## config.mk

```make
export PLATFORM = sky130hd
export DESIGN_NAME = fes_kernel
export DESIGN_NICKNAME = d
export VERILOG_FILES = /design/src/rtl/fes_pkg.sv /design/src/rtl/fes_kernel.sv
export SDC_FILE = /design/constraint.sdc
export NUM_CORES = 1
export LEC_CHECK = 0
export BUFFER_PORTS_ARGS = -buffer_cell sky130_fd_sc_hd__buf_2
export CELL_PAD_IN_SITES_DETAIL_PLACEMENT = 1
export CELL_PAD_IN_SITES_GLOBAL_PLACEMENT = 1
export CORE_MARGIN = 5
export CORE_UTILIZATION = 40
export DETAILED_ROUTE_END_ITERATION = 8
export PLACE_DENSITY_LB_ADDON = 0.05
export SYNTH_ARGS = -nofsm -noshare
export SYNTH_HDL_FRONTEND = slang
export SYNTH_SLANG_ARGS = --single-unit
```

## constraint.sdc

```tcl
create_clock -name vclk -period 5.7
set_clock_uncertainty 0.15 [all_clocks]
set_input_delay 0.57 -clock vclk [all_inputs]
set_output_delay 0.57 -clock vclk [all_outputs]
set_load 0.03 [all_outputs]
```

## src/rtl/fes_pkg.sv

```systemverilog
// Types and constants of the fire effect stencil filter.
// Used by all RTL modules of the block but the line store; depends on nothing.
package fes_pkg;

  // Configuration register indexes.
  localparam logic [1:0] CFG_KERNEL_SELECT = 2'd0;
  localparam logic [1:0] CFG_LINE_WIDTH    = 2'd1;
  localparam logic [1:0] CFG_FRAME_HEIGHT  = 2'd2;

  localparam logic       KERNEL_AVG8   = 1'b0;

  localparam logic [9:0] RST_LINE_WIDTH   = 10'd320;
  localparam logic [8:0] RST_FRAME_HEIGHT = 9'd240;

  // floor(32*s/129) == (s * 32514) >> 17 exactly for every s below 2^16.
  localparam logic [14:0] RECIP_129   = 15'd32514;
  localparam int          RECIP_SHIFT = 17;

  // Result queue between the kernel and the output port.
  localparam int OQ_DEPTH = 8;
  localparam int OQ_AW    = $clog2(OQ_DEPTH);
  localparam int OQ_CW    = $clog2(OQ_DEPTH + 1);

  typedef struct packed {
    logic       produce;
    logic       done;
    logic [8:0] col;
    logic [7:0] row;
  } meta_t;

  typedef struct packed {
    logic [10:0] sum8;
    logic [9:0]  sum4;
    meta_t       meta;
  } sums_t;

  typedef struct packed {
    logic [7:0] pixel;
    logic [8:0] col;
    logic [7:0] row;
    logic       done;
  } res_t;

endpackage

```

## src/rtl/fes_kernel.sv

```systemverilog
// Final kernel step: eight-tap average or weighted four-tap scaling by 32/129.
// Depends on fes_pkg; the result goes straight into the output queue.
module fes_kernel import fes_pkg::*; (
  input  logic  sum_valid,
  input  sums_t sums,
  input  logic  kernel_select,
  output logic  push,
  output res_t  res
);

  logic [24:0] prod;
  logic [24:0] quot;

  assign prod = 25'(sums.sum4) * 25'(RECIP_129);
  assign quot = prod >> RECIP_SHIFT;

  always_comb begin
    res.pixel = (kernel_select == KERNEL_AVG8) ? sums.sum8[10:3] : quot[7:0];
    res.col   = sums.meta.col;
    res.row   = sums.meta.row;
    res.done  = sums.meta.done;
  end

  assign push = sum_valid;

endmodule

```

# Yosys cells after proc, flatten, opt, wreduce, memory -nomap -nowiden
# Index checks and enable logic that the tools add are counted.
# W data, S select, Z words.
[word_totals]
reg_bits = 0
in_bits = 42
out_inout_bits = 27
word_cells = 2
[op_classes]
multipliers = 1
n_mux = 1
[ops]
columns = ["operator", "n"]
rows = [
  ["$mul A10 B14 Y24 const B", 1],
  ["$mux W8", 1],
]

# Longest topological paths before layout
[depth]
ltp_word = 2
ltp_mapped = 16
mapped_depth_nobuf = 15

# Worst setup path before layout
# No wires, ideal clock.
[synth_timing]
kind = "input to output"
from = "input sums[26] (netlist bit)"
to = "output res[21] (netlist bit)"
t_arrival_ps = 5031
setup_slack_ps = -51
stages = 14
cell_sequence = "fa_1 > inv_1 > fa_1 > inv_1 > fa_1 > fa_1 > ha_1 > ha_1 > buf_4 > nand4_1 > nand2b_1 > a21oi_1 > nor3_1 > o41ai_1"
[synth_lines]
columns = ["element", "line_no", "rtl"]
rows = [
  ["start: declaration", "fes_kernel.sv:5", "input sums_t sums,"],
  ["end: declaration", "fes_kernel.sv:8", "output res_t res"],
]

==> metrics.txt <==
number of global-route vias before repair 1911; Post-CTS Hold Fix Bufs 0; port buffer count 27; Via density 5.02; I/O pin total 69; Sequential Area 0 µm²; area of the mapped netlist 0.00221 mm²; Post-DP Area 0.00236 mm²; fin cells 340; Setup TNS Final 0 ns; grt ovf 0; slowest stage cell, crit path fa_1; Sw Share 59.6%; WHS 0.990 ns; largest net degree at the start of global routing 11; crit path cell chain buf_2 > fa_1 > fa_1 > ha_1 > fa_1 > inv_1 > fa_1 > inv_1 > ha_1 > a21oi_1 > o21ai_0 > nand2_1 > a221oi_2 > nor4_1 > o31ai_2 > buf_2; CP Class primary input to output pin; Worst Tran Pin Value 0.364 ns; fraction of layout instances using a drive strength above 1 22.4%; fin crit period 5.53 ns; total track usage 14.6%; Slew HR 75.8%; die area 0.00710 mm²; Synth top area share 32.9%; sequential share of power 0%; Crit path top cell by count fa_1; Finished Core Util 44.2%; Place WS 0.145 ns; post-synthesis compound-gate area fraction 15.5%; number of clock buffers in the layout 0; Final Hold Vio Count 0; die height 84.3 µm; Final nets 394; post-layout total power 1.51 mW; most instantiated cells after synthesis 58 x ha_1, 48 x inv_1, 24 x fa_1; DR WL/cell 14.2 µm; die width 84.3 µm; Seq cells 0; Inserted Diodes 0; Syn Inst Count 253; largest family of logic cells by synthesized area adder cells; Synth Area in Adders 54.6%; Core Region 0.00544 mm²; Synthesis Warnings 0; filler instances 642; first-pass GRT wire length 8850 µm; post-synthesis mux area share 1.42%; Psw 902 µW; final non-filler cell area 0.00240 mm²; Initial Util 40.6%; post-CTS sizing 0; post-DP HPWL 4440 µm; min-delay worst type primary input to output pin; Fmax achieved 181 MHz; Layout area overhead 8.90%; Peak VDD IR 0.000404 V; Distinct cells, synth 42; most frequent cell after synthesis ha_1; Initial DRC Count 14; synth top area cells ha_1 33%, fa_1 22%, inv_1 8.2%, buf_4 6.8%, a21oi_1 2.9%; post-synthesis sequential area ratio 0%; clock network fraction of design power 0%; # rows 27; final worst slack 0.172 ns; post-CTS setup buffer count 0; Worst EP arrival 4.81 ns; antenna-violating nets left 0; placed insts 340; initial antenna violation count 0; CP peak stage delay 0.59 ns; Synthesized Nets 377; Max Fanout on Critical Path 4; Post-Route WL 4810 µm; simple-gate share of the synthesized area 8.96%; Pleak 1.26 nW; Worst setup SP type primary input; Worst setup EP type output pin; Final Wtd Congestion 0.826; Max Cap Viol 0; power density cells 630 mW/mm²; Post-Synth XOR/XNOR Area 3.97%; Via Count 1708; final setup vio count 0; Combinational Power Share 100.0%; Worst Path Required 4.98 ns; Residual DRC 0; synthesized area per cell 8.72 µm²; status finished clean; fin. max-slew vios 0; P_int 611 µW; fin crit share 97.0%; drt pass-1 iters 3; Synth area leader ha_1
==> layer usage <==
metal  vias to the layer above  track usage [%]  routed length (µm)
met5                         -                0                   0
met4                         0             2.34                  72
met3                         8             1.18                 171
met2                        29             24.7                2270
met1                       802             20.5                2300
li1                        869                -                   -
==> power by group through the flow <==
stage          sequential, mW  clock, mW  combinational, mW
2_1_floorplan               0          0               1.12
4_1_cts                     0          0               1.45
3_5_place_dp                0          0               1.44
3_3_place_gp                0          0               1.42
6_report                    0          0               1.51
5_1_grt                     0          0               1.73
==> area by class of cell <==
class | instances | area (µm²) | share of cell area [%]
well taps | 72 | 90.1 | 3.75
inverters | 48 | 180 | 7.50
repair buffers | 38 | 220 | 9.16
multi-input cells | 182 | 1910 | 79.6
==> layout by cell type (no fill, tap or decap), types with 5 or more instances in the layout <==
| master | count |
|---|---|
| fa_1 | 24 |
| inv_1 | 48 |
| buf_2 | 26 |
| xor2_1 | 5 |
| xnor2_1 | 5 |
| ha_1 | 55 |
| a21oi_1 | 11 |
| buf_4 | 11 |
| nand2_1 | 13 |
==> worst paths after layout <==
path	start	end	slack (ns)	cells after the start
setup / recovery	sums[20]	res[22]	0.17	16
hold / removal	sums[12]	res[13]	0.99	0
==> critical path: cells and delay by family <==
kind            cells  cell delay [ns]
buf+inv             4             0.46
fa+ha+maj           6             2.75
simple gates        2             0.22
compound gates      4             0.81
==> kinds of logic (layout without fill, tap and decap cells) <==
family / Yosys count / in the layout
AO/OA/AOI/OAI: 47 / 47
XOR/XNOR: 10 / 10
adder cells (fa/ha/maj): 82 / 82
buffers and inverters: 71 / 86
multiplexers: 3 / 3
AND/OR/NAND/NOR: 40 / 40
No activity file was read; power rests on OpenSTA's default activity.
