**config.mk**
```make
export PLATFORM = sky130hd
export DESIGN_NAME = fes_window
export DESIGN_NICKNAME = d
export VERILOG_FILES = /design/src/rtl/fes_pkg.sv /design/src/rtl/fes_window.sv
export SDC_FILE = /design/constraint.sdc
export NUM_CORES = 1
export LEC_CHECK = 0
export BUFFER_PORTS_ARGS = -buffer_cell sky130_fd_sc_hd__buf_4
export CAP_MARGIN = 5
export CORE_ASPECT_RATIO = 0.6
export CORE_UTILIZATION = 54
export DETAILED_ROUTE_END_ITERATION = 6
export MAX_ROUTING_LAYER = met4
export PLACE_DENSITY_LB_ADDON = 0.25
export SKIP_LAST_GASP = 1
export SYNTH_ARGS = -nofsm -noshare
export SYNTH_HDL_FRONTEND = slang
export SYNTH_SLANG_ARGS = --single-unit
```
**constraint.sdc**
```tcl
create_clock -name clk -period 9.7 [get_ports clk]
set_input_delay 2.425 -clock clk [delete_from_list [all_inputs] [get_ports clk]]
set_output_delay 2.425 -clock clk [all_outputs]
set_load 0.1 [all_outputs]
```
**src/rtl/fes_pkg.sv**
```systemverilog
// Types and constants of the fire effect stencil filter.
// Used by all RTL modules of the block but the line store; depends on nothing.
package fes_pkg;

  // Configuration register indexes.
  localparam logic [1:0] CFG_KERNEL_SELECT = 2'd0;
  localparam logic [1:0] CFG_LINE_WIDTH    = 2'd1;
  localparam logic [1:0] CFG_FRAME_HEIGHT  = 2'd2;

  localparam logic       KERNEL_AVG8   = 1'b0;

  localparam logic [9:0] RST_LINE_WIDTH   = 10'd320;
  localparam logic [8:0] RST_FRAME_HEIGHT = 9'd240;

  // floor(32*s/129) == (s * 32514) >> 17 exactly for every s below 2^16.
  localparam logic [14:0] RECIP_129   = 15'd32514;
  localparam int          RECIP_SHIFT = 17;

  // Result queue between the kernel and the output port.
  localparam int OQ_DEPTH = 8;
  localparam int OQ_AW    = $clog2(OQ_DEPTH);
  localparam int OQ_CW    = $clog2(OQ_DEPTH + 1);

  typedef struct packed {
    logic       produce;
    logic       done;
    logic [8:0] col;
    logic [7:0] row;
  } meta_t;

  typedef struct packed {
    logic [10:0] sum8;
    logic [9:0]  sum4;
    meta_t       meta;
  } sums_t;

  typedef struct packed {
    logic [7:0] pixel;
    logic [8:0] col;
    logic [7:0] row;
    logic       done;
  } res_t;

endpackage

```
**src/rtl/fes_window.sv**
```systemverilog
// 3x3 window of the filter and the two kernel sums over it.
// Depends on fes_pkg; fed by the line store read data and the arriving pixel.
module fes_window import fes_pkg::*; (
  input  logic        clk,
  input  logic        rst_n,
  input  logic        in_valid,
  input  logic [15:0] store_rd,
  input  logic [7:0]  pix,
  input  meta_t       meta,
  output logic        sum_valid,
  output sums_t       sums
);

  logic [7:0]  win_r   [3][3];
  logic [7:0]  win_nxt [3][3];
  logic [7:0]  new_col [3];
  logic [10:0] sum8;
  logic [9:0]  sum4;
  logic        sum_valid_r;
  sums_t       sums_r;

  always_comb begin
    new_col[0] = store_rd[15:8];
    new_col[1] = store_rd[7:0];
    new_col[2] = pix;
    for (int k = 0; k < 3; k++) begin
      win_nxt[k][0] = win_r[k][1];
      win_nxt[k][1] = win_r[k][2];
      win_nxt[k][2] = new_col[k];
    end
  end

  assign sum8 = 11'(win_nxt[0][0]) + 11'(win_nxt[0][2])
              + 11'(win_nxt[1][0]) + 11'(win_nxt[1][1]) + 11'(win_nxt[1][2])
              + 11'(win_nxt[2][0]) + 11'(win_nxt[2][1]) + 11'(win_nxt[2][2]);
  assign sum4 = 10'(win_nxt[1][0]) + 10'(win_nxt[1][1]) + 10'(win_nxt[1][2])
              + 10'(win_nxt[2][1]);

  always_ff @(posedge clk) begin
    if (!rst_n) begin
      for (int k = 0; k < 3; k++) begin
        for (int j = 0; j < 3; j++) begin
          win_r[k][j] <= '0;
        end
      end
      sum_valid_r <= 1'b0;
    end else begin
      if (in_valid) begin
        win_r <= win_nxt;
      end
      sum_valid_r <= in_valid && meta.produce;
    end
  end

  always_ff @(posedge clk) begin
    if (in_valid) begin
      sums_r.sum8 <= sum8;
      sums_r.sum4 <= sum4;
      sums_r.meta <= meta;
    end
  end

  assign sum_valid = sum_valid_r;
  assign sums      = sums_r;

endmodule

```
Word level (Yosys, flattened, before mapping)
Index checks and enable logic that the tools add are counted.

operators by class
  add/subtract/negate cells = 10
  reduce and logical (&&, ||, !) cells = 1

operators by type and width
  kind                                      count
  11-bit by 8-bit adder with 11-bit output  4
  9-bit by 8-bit adder with 10-bit output   2
  8-bit by 8-bit adder with 9-bit output    2
  10-bit by 8-bit adder with 11-bit output  1
  10-bit by 8-bit adder with 10-bit output  1
  1-bit logical AND                         1

storage, ports and cells
  flip-flop bits (word level) = 89
  input bits = 46
  output and inout port bits = 41
  logic and storage cells = 24

Longest topological paths before layout
  depth in word-level cells = 7
  depth in mapped cells = 14

Worst setup path after synthesis
No wires, ideal clock.

  path type = in2reg
  start point = in store_rd[2]
  end point = reg sums_r (netlist bit sums[37]), data pin
  arrival time = 5.820 ns
  data required time = 9.442 ns
  setup slack = 3.623 ns
  stages = 14
  buffers on the path = 0
  path through = inv_1 -> fa_1 -> inv_1 -> fa_1 -> fa_1 -> inv_1 -> fa_1 -> inv_1 -> ha_1 -> fa_1 -> a21oi_1 -> o211ai_1 -> a21oi_1 -> xnor2_1

between the ends
  longest elaborated chain between the ends = 4

ends and longest elaborated chain
  item                                                   line              RTL
  from (decl)                                            fes_window.sv:7   input logic [15:0] store_rd,
  11-bit by 8-bit adder with 11-bit output               fes_window.sv:34  + 11'(win_nxt[1][0]) + 11'(win_nxt[1][1]) + 11'(win_nxt[1][2])
  11-bit by 8-bit adder with 11-bit output (3 in a row)  fes_window.sv:35  + 11'(win_nxt[2][0]) + 11'(win_nxt[2][1]) + 11'(win_nxt[2][2]);
  named net sum8[8]                                      fes_window.sv:17  logic [10:0] sum8;
  to (decl)                                              fes_window.sv:20  sums_t sums_r;

The timed path passes the listed nets, and every way through them passes these cells.
A chain may end at the register's enable or synchronous reset.

Final worst setup path
Ends and elaborated chain as after synthesis.

==> results by group <==
Min path
  • Hold Path Class: flip-flop to flip-flop
  • Hold depth: 2
  • WHS Endpoint: win_nxt[67]
  • Hold_sp: win_nxt[67]

Timing
  • Final period util: 62.7%
  • Slew @ Worst Pin: 727 ps
  • Final min period: around 6000 ps
  • Fmax: approximately 0.16 GHz
  • Final setup fails: 0
  • Clk_skew: ~6 ps
  • Unrepaired setup endpoints after global routing: no
  • Pins Over Slew Limit: 0
  • Setup_tns: 0 ps
  • Final hold violations: 0
  • Max-slew headroom: slightly above 50%

CTS
  • CTS sink cnt: 89
  • Clock root buffer: clkbuf_16
  • H-tree depth: 3
  • Num CTS Buffers: 9
  • Clock slew at reported path FFs: 60 ps
  • Postcts setup bufs: 0
  • CTS Hold Buffers Added: 0
  • CTS tree: built
  • CTS max path bufs: 2
  • Worst-Skew Late Latency: between 300 and 400 ps
  • Resized Gates After CTS: 0

Worst setup path
  • CP endpoint kind: flip-flop
  • CP Max Fanout: 3
  • Reg-to-reg setup timing slack: about 5400 ps
  • Worst reg2reg startpoint: win_nxt[10]
  • Worst Path Arrival: ~6000 ps
  • Critical path class: input pin to flip-flop
  • CP Data Required Time: around 9800 ps
  • Worst r2r path cells: 14
  • R2r endpoint: sums[37]
  • CP Launch Type: input pin

GRT
  • Largest net degree at the start of global routing: between 50 and 60
  • Grt total ovfl: 0
  • GRT Overall Usage: 20.1%
  • Initial antenna violation count: 0
  • Vias in the first global route: 3,472
  • First-pass GRT wire length: around 15 mm

Placement
  • Port-buffer cells: between 80 and 90
  • DP Cell Count: roughly 660
  • Placed cell area: roughly 0.006 sq mm
  • Routability congestion estimate from global placement: roughly 0.81
  • Dpl hpwl: just under 7 mm

Cells and area
  • Antenna cells: 0
  • Synth-to-Final Area Change: 19.3%
  • Nets: 673
  • Utilization after layout: roughly two thirds
  • # fillers: 730
  • Non-Filler Instances: between 600 and 700
  • Final Cell Area: 0.00642 sq mm
  • Share of cells above drive strength 1: approximately a fifth

Synthesis
  • Post-synthesis cell type count: 33
  • Synth Area per Inst: 11.8 sq um
  • Synth Register Bits: 89
  • Syn Inst Count: roughly 460
  • Share of the synthesized area in the top cell type: 23.4%
  • Post-synth design cell area: approximately 0.0054 sq mm
  • YS warnings: 0
  • Proportion of synthesized chip area in sequential cells: between 40 and 50%
  • Synthesized net count: between 500 and 600
  • Top cells by area, synth: fa_1 (23%), edfxtp_1 (22%), dfxtp_1 (18%)
  • Cell taking the most area after synthesis: fa_1

Drt
  • Post-route antenna net violation count: 0
  • Residual DRC: 0
  • Drt pass-1 iters: 4
  • DR vias/cell: 4.76
  • Initial DRC Count: 79
  • Vias: between 3k and 4k
  • Routed wire length per instance: between 10 and 15 um
  • Final WL: ~9 mm

Floorplanning
  • Chip Height: 79.3 um
  • Initial core utilization: between 50% and 60%
  • Area of the core: roughly 0.0094 sq mm
  • I/O pins: 87
  • Cell Rows: 27
  • Die extent in x: between 100 and 150 um
  • Die area: ~0.010 sq mm

Job
  • # Max-Cap Violations: 0

Power
  • Leak Pwr: approximately 3.0 nW
  • Peak supply drop: approximately 210 uV
  • Power per cell area: about 240 mW/mm^2

Status
  • Status: complete, no violations
-- Yosys cell counts (all sizes together) --
| library cell | number |
|---|---|
| inv | 116 |
| fa | 63 |
| nor2b | 51 |
| dfxtp | 49 |
| mux2i | 48 |
| edfxtp | 40 |
| ha | 20 |
| a21oi | 12 |
| o21ai | 9 |
| xnor2 | 9 |
| buf | 7 |
| nor2 | 6 |
| clkbuf | 4 |
| nand2 | 4 |
| nor3 | 4 |
| nor4 | 3 |
| o211ai | 2 |
| o21a | 2 |
| a211oi | 1 |
| a21o | 1 |
| a2bb2oi | 1 |
| and3 | 1 |
| nand2b | 1 |
| o21bai | 1 |
| o31a | 1 |
| xor2 | 1 |
-- power breakdown --
| part | switching [W] | leakage [nW] | internal [W] |
|---|---|---|---|
| clock | 0.000140 | 0.140 | 0.000204 |
| combinational | 0.000491 | 2.04 | 0.000224 |
| sequential | 0.0000194 | 0.795 | 0.000460 |
-- layout by cell type (no fill, tap or decap) --
master,Yosys,layout
a211oi_2,1,1
a21o_1,1,1
a21oi_1,12,12
a2bb2oi_2,1,1
and3_1,1,1
buf_4,3,87
bufinv_16,0,1
clkbuf_16,0,9
clkbuf_8,0,1
clkinv_1,0,2
clkinv_2,0,1
clkinvlp_4,0,2
dfxtp_1,49,49
edfxtp_1,40,40
fa_1,63,63
ha_1,20,20
inv_1,116,116
mux2i_1,48,48
nand2_1,4,4
nand2b_1,1,1
nor2_1,6,6
nor2b_1,50,50
nor2b_4,1,1
nor3_1,3,3
nor3_2,1,1
nor4_1,3,3
o211ai_1,2,2
o21a_1,2,2
o21ai_0,6,6
o21ai_1,2,2
o21ai_2,1,1
o21bai_1,1,1
o31a_1,1,1
xnor2_1,9,9
xor2_1,1,1
-- metal layers --
| layer | up-vias | wire length [um] | track usage (%) |
|---|---|---|---|
| met5 | - | 0 | - |
| met2 | 64 | 4430 | 34.0 |
| li1 | 1597 | - | - |
| met4 | 0 | 70 | 4.83 |
| met1 | 1562 | 4040 | 24.1 |
| met3 | 8 | 361 | 5.39 |
-- kinds of logic after synthesis --
kind of cell | Yosys count | synth area share (%)
AO/OA/AOI/OAI | 30 | 3.53
XOR/XNOR | 10 | 1.63
flip-flops | 89 | 40.5
buffers and inverters | 127 | 9.46
multiplexers | 48 | 8.93
AND/OR/NAND/NOR | 70 | 7.81
adder cells (fa/ha/maj) | 83 | 28.1
-- sequential cells by signal (all words and copies together) (netlist names) --
register   count
sum_valid      1
sums          40
win_nxt       48
-- metrics by stage --
stage | setup WS (ps) | power, W | hold WS, ps
2_1_floorplan | 3620 | 0.00106 | 482
3_3_place_gp | 3350 | 0.00119 | 497
3_5_place_dp | 3250 | 0.00120 | 508
4_1_cts | 3590 | 0.00155 | 526
5_1_grt | 3340 | 0.00164 | 540
6_report | 3620 | 0.00154 | 523
-- cell type report --
class | count | area, sq um | share of cell area [%]
multi-input cells | 241 | 2690 | 41.9
flip-flops and latches | 89 | 2180 | 34.0
repair buffers | 87 | 653 | 10.2
inverters | 116 | 435 | 6.78
clock buffers | 10 | 239 | 3.72
well taps | 130 | 163 | 2.53
clock inverters | 6 | 57.6 | 0.897
-- worst max-delay path, cell delays in order --
cell and delay (ps):
buf_4 100, inv_1 60, fa_1 520, inv_1 60, fa_1 500, fa_1 540
inv_1 60, fa_1 550, inv_1 50, ha_1 250, fa_1 420, a21oi_1 240
o211ai_1 130, a21oi_1 180, xnor2_1 80
-- how the worst max path moves through the flow --
stage / from / to / slack, ps
floorplan: store_rd[2] / sums[37] / 3620
global placement: store_rd[2] / sums[37] / 3350
detailed placement: store_rd[2] / sums[37] / 3250
CTS: store_rd[2] / sums[37] / 3590
global route: store_rd[2] / sums[37] / 3340
finish: store_rd[2] / sums[37] / 3620
No activity file was read; power rests on OpenSTA's default activity.
