--- config.mk ---
export PLATFORM = sky130hd
export DESIGN_NAME = fes_out_fifo
export DESIGN_NICKNAME = d
export VERILOG_FILES = /design/src/rtl/fes_pkg.sv /design/src/rtl/fes_out_fifo.sv
export SDC_FILE = /design/constraint.sdc
export NUM_CORES = 1
export LEC_CHECK = 0
export BUFFER_PORTS_ARGS = -buffer_cell sky130_fd_sc_hd__buf_2
export CAP_MARGIN = 30
export CORE_UTILIZATION = 47
export CTS_CLUSTER_SIZE = 8
export DETAILED_ROUTE_END_ITERATION = 10
export RECOVER_POWER = 100
export SLEW_MARGIN = 20
export SYNTH_ARGS = -nofsm -noshare
export SYNTH_HDL_FRONTEND = slang
export SYNTH_SLANG_ARGS = --single-unit
--- constraint.sdc ---
create_clock -name clk -period 3.3 [get_ports clk]
set_input_delay 0.66 -clock clk [delete_from_list [all_inputs] [get_ports clk]]
set_output_delay 0.66 -clock clk [all_outputs]
set_load 0.02 [all_outputs]
--- src/rtl/fes_pkg.sv ---
// Types and constants of the fire effect stencil filter.
// Used by all RTL modules of the block but the line store; depends on nothing.
package fes_pkg;

  // Configuration register indexes.
  localparam logic [1:0] CFG_KERNEL_SELECT = 2'd0;
  localparam logic [1:0] CFG_LINE_WIDTH    = 2'd1;
  localparam logic [1:0] CFG_FRAME_HEIGHT  = 2'd2;

  localparam logic       KERNEL_AVG8   = 1'b0;

  localparam logic [9:0] RST_LINE_WIDTH   = 10'd320;
  localparam logic [8:0] RST_FRAME_HEIGHT = 9'd240;

  // floor(32*s/129) == (s * 32514) >> 17 exactly for every s below 2^16.
  localparam logic [14:0] RECIP_129   = 15'd32514;
  localparam int          RECIP_SHIFT = 17;

  // Result queue between the kernel and the output port.
  localparam int OQ_DEPTH = 8;
  localparam int OQ_AW    = $clog2(OQ_DEPTH);
  localparam int OQ_CW    = $clog2(OQ_DEPTH + 1);

  typedef struct packed {
    logic       produce;
    logic       done;
    logic [8:0] col;
    logic [7:0] row;
  } meta_t;

  typedef struct packed {
    logic [10:0] sum8;
    logic [9:0]  sum4;
    meta_t       meta;
  } sums_t;

  typedef struct packed {
    logic [7:0] pixel;
    logic [8:0] col;
    logic [7:0] row;
    logic       done;
  } res_t;

endpackage

--- src/rtl/fes_out_fifo.sv ---
// Result queue in front of the output port.
// Depends on fes_pkg; room is reserved upstream, so a push never finds it full.
module fes_out_fifo import fes_pkg::*; (
  input  logic clk,
  input  logic rst_n,
  input  logic push,
  input  res_t push_data,
  input  logic pop,
  output logic head_valid,
  output res_t head
);

  res_t             q_r [OQ_DEPTH];
  logic [OQ_AW-1:0] wp_r;
  logic [OQ_AW-1:0] rp_r;
  logic [OQ_CW-1:0] cnt_r;
  logic [OQ_CW-1:0] cnt_nxt;

  always_ff @(posedge clk) begin
    if (push) begin
      q_r[wp_r] <= push_data;
    end
  end

  always_comb begin
    cnt_nxt = cnt_r;
    if (push && !pop) begin
      cnt_nxt = cnt_r + OQ_CW'(1);
    end else if (pop && !push) begin
      cnt_nxt = cnt_r - OQ_CW'(1);
    end
  end

  always_ff @(posedge clk) begin
    if (!rst_n) begin
      wp_r  <= '0;
      rp_r  <= '0;
      cnt_r <= '0;
    end else begin
      if (push) begin
        wp_r <= (wp_r == OQ_AW'(OQ_DEPTH - 1)) ? '0 : wp_r + OQ_AW'(1);
      end
      if (pop) begin
        rp_r <= (rp_r == OQ_AW'(OQ_DEPTH - 1)) ? '0 : rp_r + OQ_AW'(1);
      end
      cnt_r <= cnt_nxt;
    end
  end

  assign head_valid = (cnt_r != '0);
  assign head       = q_r[rp_r];

endmodule

Word level (Yosys, flattened, before mapping). Memory sizes are Yosys's and may differ from the RTL's. A register that Yosys moved wholly into a read port is not among the register bits. Index checks and enable logic that the tools add are counted. W data, S select, Z words.

Flip-flop bits (word level): 10. Latch bits: 0. Bits in writable memories: 208. Bits in read-only memories: 0. Input bits: 30. Output and inout bits: 27. Logic and storage cells: 24. Memories kept: 1.

Memories: q_r (words 8, width 26, read ports 1, clocked after Yosys merged registers in 1, wr ports 1, RTL line fes_out_fifo.sv:13) `res_t q_r [OQ_DEPTH];`.

$add $sub $neg: 4. Multipliers: 0. Div/mod/pow operators: 0. Magnitude comparators: 0. Equality and inequality tests: 2. Shift-type cells: 0. Muxes and demuxes: 8. Bitwise logic cells: 0. Reductions and logical operators: 6.

Operator list (number): $mux W3 (4); $mux W4 (2); $add A3 B1 Y3 const B (2); $eq A3 B3 Y1 const B (2); $add A4 B1 Y4 const B (1); $reduce_bool A4 Y1 (1); $sub A4 B1 Y4 const B (1); $logic_and A1 B1 Y1 (2); $logic_not A1 Y1 (2); $mux W1 (2); $reduce_bool A2 Y1 (1).

Logic depth before layout (Yosys ltp). Gate-level depths: netlist of run 1.

Depth after elaboration: 4. Mapped depth: 8. Depth with buffers taken out: 8.

Worst setup path before layout of run 1. Ideal clock, no wire load.

Path kind: input to register. Start point: input port push. End point: memory q_r[0][0] (netlist bit), enable pin. Setup time: 442 ps. Arrival: 2569 ps. Data required time: 2858 ps. Setup slack: 289 ps. Stages on the path: 2. Path buffers: 0. Path through: nand2b_1 -> nor3_1.

Cells in the longest elaborated chain, start to end: 2.

RTL lines: start, declared (RTL line fes_out_fifo.sv:6) `input logic push,`; $mux W1 (RTL line fes_out_fifo.sv:20) `if (push) begin`; $mux W1 (not written as such) (RTL line fes_out_fifo.sv:21) `q_r[wp_r] <= push_data;`; end, declared (RTL line fes_out_fifo.sv:13).

No other way between the ends.

==> flow_summary.json, run 1 <==
{
  "area_growth_pct": 15.85,
  "p_total_uw": 6314,
  "relSlewSlack_pct": -32.60,
  "startpoint_type": "flop",
  "synth-seq-area-share_pct": 75.35,
  "finalInstanceArea_mm2": 0.01000,
  "hold_viol": 0,
  "pin_count": 57,
  "tightest_slew_ns": 1.989,
  "n_antenna_cell": 0,
  "clk_pin_slew_worst_paths_ns": 0.05,
  "finalNetCount": 495,
  "cts_max_path_buffers": 3,
  "avgSynthCellArea_um2": 23.34,
  "r2r_setup_slack_ns": 0.32,
  "htreeDepth": 1,
  "use_met3_pct": 3.532,
  "grt_use_met1_pct": 22.43,
  "rsz0062_at_grt": "no",
  "fmax_ghz": 0.3220,
  "antenna_left": 0,
  "synthTopCellsByArea": "edfxtp_1, mux4_1, mux2_2",
  "required_ns": 2.64,
  "post_dp_cell_area_mm2": 0.009300,
  "cts_sinks": 221,
  "gr-max-usage-layer": "met2",
  "dp_hpwl_mm": 8.836,
  "min_period_ns": 3.105,
  "grt_overflow": 0,
  "critical_path_class": "reg2out",
  "drive_gt1_share_pct": 19.66,
  "drc": 0,
  "start_util_pct": 48.07,
  "yosysTopAreaCell": "edfxtp_1",
  "met2_usage_pct": 29.51,
  "tns_ns": 0,
  "cts_hold_buf": 0,
  "fillers": 1398,
  "syn-instance-count": 370,
  "wl_per_cell_um": 22.68,
  "clk_latency_ns": 0.53,
  "worst_setup_path_end_kind": "primary output",
  "die_h_um": 137.5,
  "grt_pass1_vias": 4114,
  "netlist_top_cells_count": "edfxtp_1, mux4_1, mux2_2",
  "syn_area_mm2": 0.008635,
  "violations": "capacitance limit, slew limit",
  "vias_per_cell": 5.601,
  "cts_tree": "built",
  "post_cts_buffers": 0,
  "track_usage_pct": 17.46,
  "die_x_um": 137.5,
  "drv_slew": 127,
  "antenna_found_initial": 0,
  "fin_crit_sh_pct": 94.09,
  "first_iter_violations": 152,
  "cts_resized": 0,
  "hp-class": "in2reg",
  "synth_most_common_cell": "edfxtp_1",
  "finalClockSkew_ns": 0.007800,
  "dr.pass1.iters": 4,
  "synth_flop_cell": "edfxtp_1",
  "grt_pass1_wl_mm": 23.59,
  "async_flop_share_pct": 0,
  "grt_max_degree": 31,
  "worstPathArrival_ns": 2.45,
  "place_congestion": 0.7190,
  "routed_wl_mm": 15.81,
  "maxCapViolations": 5,
  "core-area_mm2": 0.01796,
  "setup_viol": 0,
  "vias": 3904,
  "vdd_drop_max_mv": 0.3847,
  "die_area_mm2": 0.01892,
  "tritoncts.num_buffers": 31,
  "synth_edf_count": 208,
  "p_leak_uw": 0.003287,
  "netlist-cell-type-count": 25,
  "io_buffers": 56,
  "synth_top_area_share_pct": 72.34,
  "rows": 49,
  "syn_nets": 408,
  "ys_ff_latch": 221,
  "cts_root_buffer": "clkbuf_16",
  "yosys_warnings": 0,
  "critPathMaxFanout": 30,
  "status": "finished, violations left",
  "p_per_area_mw_per_mm2": 631.2
}
-- per-stage QoR --
step	hold WS (ns)	worst slack (ns)	std cells	utilization, %
final	0.4720	0.1949	697	55.69
after global routing	0.4767	0.08262	697	55.69
after CTS	0.3797	0.2062	697	56.40
after detailed placement	0.4777	0.7726	653	51.77
after global placement	0.4641	0.8000	653	51.77
after floorplan	0.4404	0.2890	370	-
-- area by class of cell --
| cell class | instances | area (um2) | area share (%) |
|---|---|---|---|
| Sequential cell | 221 | 6509 | 65.07 |
| Multi-Input combinational cell | 130 | 2042 | 20.41 |
| Clock buffer | 42 | 817.0 | 8.168 |
| Timing Repair Buffer | 71 | 327.8 | 3.277 |
| Tap cell | 229 | 286.5 | 2.864 |
| Clock inverter | 2 | 13.76 | 0.1376 |
| Inverter | 2 | 7.507 | 0.07505 |
-- per-layer routing --
metal / wire [um] / part of all wire, %
met4: 291 / 1.8
met5: 0 / 0
met3: 706 / 4.5
met1: 6756 / 43
met2: 8050 / 51
-- state kept, by name, indices dropped and copies added (netlist names), named ones only --
signal,count
q_r,208
wp_r,3
cnt_r,4
rp_r,3
-- power breakdown --
| group | total [uW] | internal [uW] | leakage, uW | switching [uW] |
|---|---|---|---|---|
| registers | 3170 | 3150 | 0.00200 | 28.1 |
| clock network | 2700 | 1680 | 0.000403 | 1020 |
| logic | 443 | 190 | 0.000886 | 253 |
| total | 6310 | 5020 | 0.00329 | 1300 |
-- critical path: stages, from the launching register on --
cell,delay (ns)
dfxtp_2,0.32
clkbuf_4,0.49
mux4_1,0.65
mux2_2,0.28
clkbuf_2,0.15
-- cell usage in the layout (no fill, tap or decap) --
cell type and count:
nor3_1 3, nand2_1 4, clkbuf_1 59, mux2_1 1, clkbuf_4 2, edfxtp_1 208, clkbuf_16 31, and2_1 1
mux2_2 25, nand2b_1 5, buf_4 2, ha_1 7, a211oi_1 1, dlymetal6s4s_1 1, nor2_4 4, clkbuf_2 12
nor2_1 3, and2_0 2, a31oi_1 1, a21oi_1 2, xnor2_1 2, inv_1 2, mux4_2 6, nand3_1 1
clkinv_2 1, nor2b_1 6, buf_12 1, o21ai_0 2, inv_6 1, mux4_1 46, fa_1 1, or4_1 1
dfxtp_2 2, dfxtp_1 11, mux2i_1 6, buf_2 5
-- kinds of logic (layout without fill, tap and decap cells) --
group | Yosys count | in the layout | share of synthesized area (%)
buf+inv | 19 | 117 | 1.348
compound gates | 6 | 6 | 0.3913
simple gates | 30 | 30 | 1.811
mux | 84 | 84 | 19.65
xor+xnor | 2 | 2 | 0.2029
fa+ha+maj | 8 | 8 | 1.246
flops | 221 | 221 | 75.35
-- worst paths after layout --
| path | startpoint | cells after the start | end |
|---|---|---|---|
| max | flop | 4 | head[5] |
| min | rst_n | 2 | wp_r[1] |
| max reg2reg | wp_r[0] | 3 | q_r[2][18] |
| min reg2reg | cnt_r[3] | 2 | cnt_r[3] |
Power figures use the tool's default switching activity.
==> run 2: changes to the inputs <==
--- a/config.mk
+++ b/config.mk
@@ -7,7 +7,7 @@
 export LEC_CHECK = 0
 export BUFFER_PORTS_ARGS = -buffer_cell sky130_fd_sc_hd__buf_2
 export CAP_MARGIN = 30
-export CORE_UTILIZATION = 47
+export CORE_UTILIZATION = 45
 export CTS_CLUSTER_SIZE = 8
 export DETAILED_ROUTE_END_ITERATION = 10
 export RECOVER_POWER = 100
==> run 2 against run 1 <==
The run still ends with capacitance limit, slew limit left. Cell count grew 1.3%. Critical path depth unchanged. Clock skew decreased by 0.0012 ns. Critical path type unchanged. Highest routed layer unchanged.
==> flow_summary.json, run 2 (synthesized netlist as in run 1, its figures left out) <==
{
  "power_frac_seq_pct": 50.4,
  "finalClockSkew_ns": 0.006567,
  "pin_count": 57,
  "area_growth_pct": 15.91,
  "top_regs": "q_r x208, cnt_r x4",
  "clk_pin_slew_worst_paths_ns": 0.05,
  "relSlewSlack_pct": -9.326,
  "place_congestion": 0.7131,
  "die_x_um": 140.5,
  "vias_per_cell": 5.554,
  "antenna_found_initial": 0,
  "dr.pass1.iters": 6,
  "p_leak_uw": 0.003267,
  "required_ns": 2.64,
  "rsz0062_at_grt": "no",
  "critPathBufInv": 2,
  "fmax_ghz": 0.3268,
  "grt_max_degree": 22,
  "vdd_drop_max_mv": 0.4343,
  "wl_per_cell_um": 22.64,
  "critPathMaxFanout": 15,
  "largest_reg_flops": 208,
  "slowest_stage": "mux4_1",
  "hp-class": "reg2reg",
  "maxCapViolations": 1,
  "worstPathArrival_ns": 2.40,
  "worst_slack_ns": 0.2401,
  "die_h_um": 140.5,
  "status": "finished, violations left",
  "drive_gt1_share_pct": 17.58,
  "drv_slew": 22,
  "start_util_pct": 46.01,
  "worstPathCellList": "buf_4, mux4_1, mux2_2, clkbuf_1",
  "regMostFlops": "q_r",
  "p_int_uw": 5015,
  "grt_pass1_vias": 4254,
  "cts_tree": "built",
  "tritoncts.num_buffers": 31,
  "most-common-layout-cells": "edfxtp_1, clkbuf_1, mux4_1",
  "antenna_left": 0,
  "n_antenna_cell": 0,
  "setup_viol": 0,
  "hold_slack_ns": 0.4776,
  "cts_root_buffer": "clkbuf_16",
  "power.switching_uw": 1298,
  "p_total_uw": 6313,
  "power.share.switching_pct": 20.56,
  "finalNetCount": 500,
  "io_buffers": 56,
  "fillers": 1456,
  "crit_family": "multiplexers",
  "dp_slack_ns": 0.6177,
  "p_per_area_mw_per_mm2": 630.8,
  "min_period_ns": 3.060,
  "die_area_mm2": 0.01975,
  "dp_hpwl_mm": 9.337,
  "drc": 0,
  "cts_max_path_buffers": 3,
  "grt_pass1_wl_mm": 24.55,
  "slowest_delay_ns": 0.59,
  "startpoint_type": "flop",
  "rows": 50,
  "fin_crit_sh_pct": 92.72,
  "hold_viol": 0,
  "worst_setup_path_end_kind": "primary output",
  "core-area_mm2": 0.01877,
  "critical_path_class": "reg2out",
  "routed_wl_mm": 15.99,
  "multi_input_area_mm2": 0.002012,
  "htreeDepth": 1,
  "tns_ns": 0,
  "seqCellArea_mm2": 0.006511,
  "vias": 3921,
  "clock_power_share_pct": 42.7,
  "first_iter_violations": 196,
  "final_common_cell": "edfxtp_1",
  "comb_power_share_pct": 6.9,
  "clk_latency_ns": 0.52,
  "tightest_slew_ns": 1.640,
  "final_core_util_pct": 53.33,
  "violations": "capacitance limit, slew limit",
  "grt_overflow": 0,
  "cts_sinks": 221,
  "track_usage_pct": 16.78
}
run 2: per-layer routing:
layer,vias up,GRT usage (%),wire [um]
li1,1759,-,-
met1,2069,21.76,6818
met2,79,29.13,8310
met3,14,3.282,716
met4,0,4.405,141
met5,-,0,0
run 2: worst reg2reg max path, stage by stage, from the launching register on:
cell and delay [ns]:
dfxtp_1 0.33, nand2b_1 0.22, nor2_1 0.56, clkbuf_1 1.25
run 2: power by group through the flow:
stage | sequential (uW) | combinational (uW) | clock, uW
after detailed placement | 3230 | 467 | 0
after global placement | 3230 | 455 | 0
final | 3180 | 437 | 2690
after CTS | 3180 | 469 | 2750
after floorplan | 3220 | 316 | 0
after global routing | 3190 | 476 | 2870
run 2: final timing paths:
kind | end | cells after the start | startpoint | slack, ns
setup / recovery | head[4] | 4 | flop | 0.24
hold / removal | cnt_r[3] | 2 | cnt_r[3] | 0.48
setup reg to reg | q_r[6][22] | 3 | wp_r[0] | 0.52
hold reg to reg | cnt_r[3] | 2 | cnt_r[3] | 0.48
run 2: cell type report:
| class | count | share of cell area (%) |
|---|---|---|
| flip-flops and latches | 221 | 65.06 |
| multi-input cells | 130 | 20.10 |
| clock buffers | 42 | 8.164 |
| repair buffers | 76 | 3.625 |
| well taps | 234 | 2.925 |
| inverters | 2 | 0.07501 |
| clock inverters | 1 | 0.05001 |
run 2: per-stage QoR:
step                instances  cell area [um2]
global route              706            10010
finish                    706            10010
floorplan                 370             8635
CTS                       706            10160
detailed placement        663             9336
global placement          663             9336
run 2: timing repair:
item                       CTS  global route
hold buffers                 0             0
gates resized for setup      0             1
buffers inserted             0             0
hold endpoints to repair     0             0
setup endpoints to repair    0             4
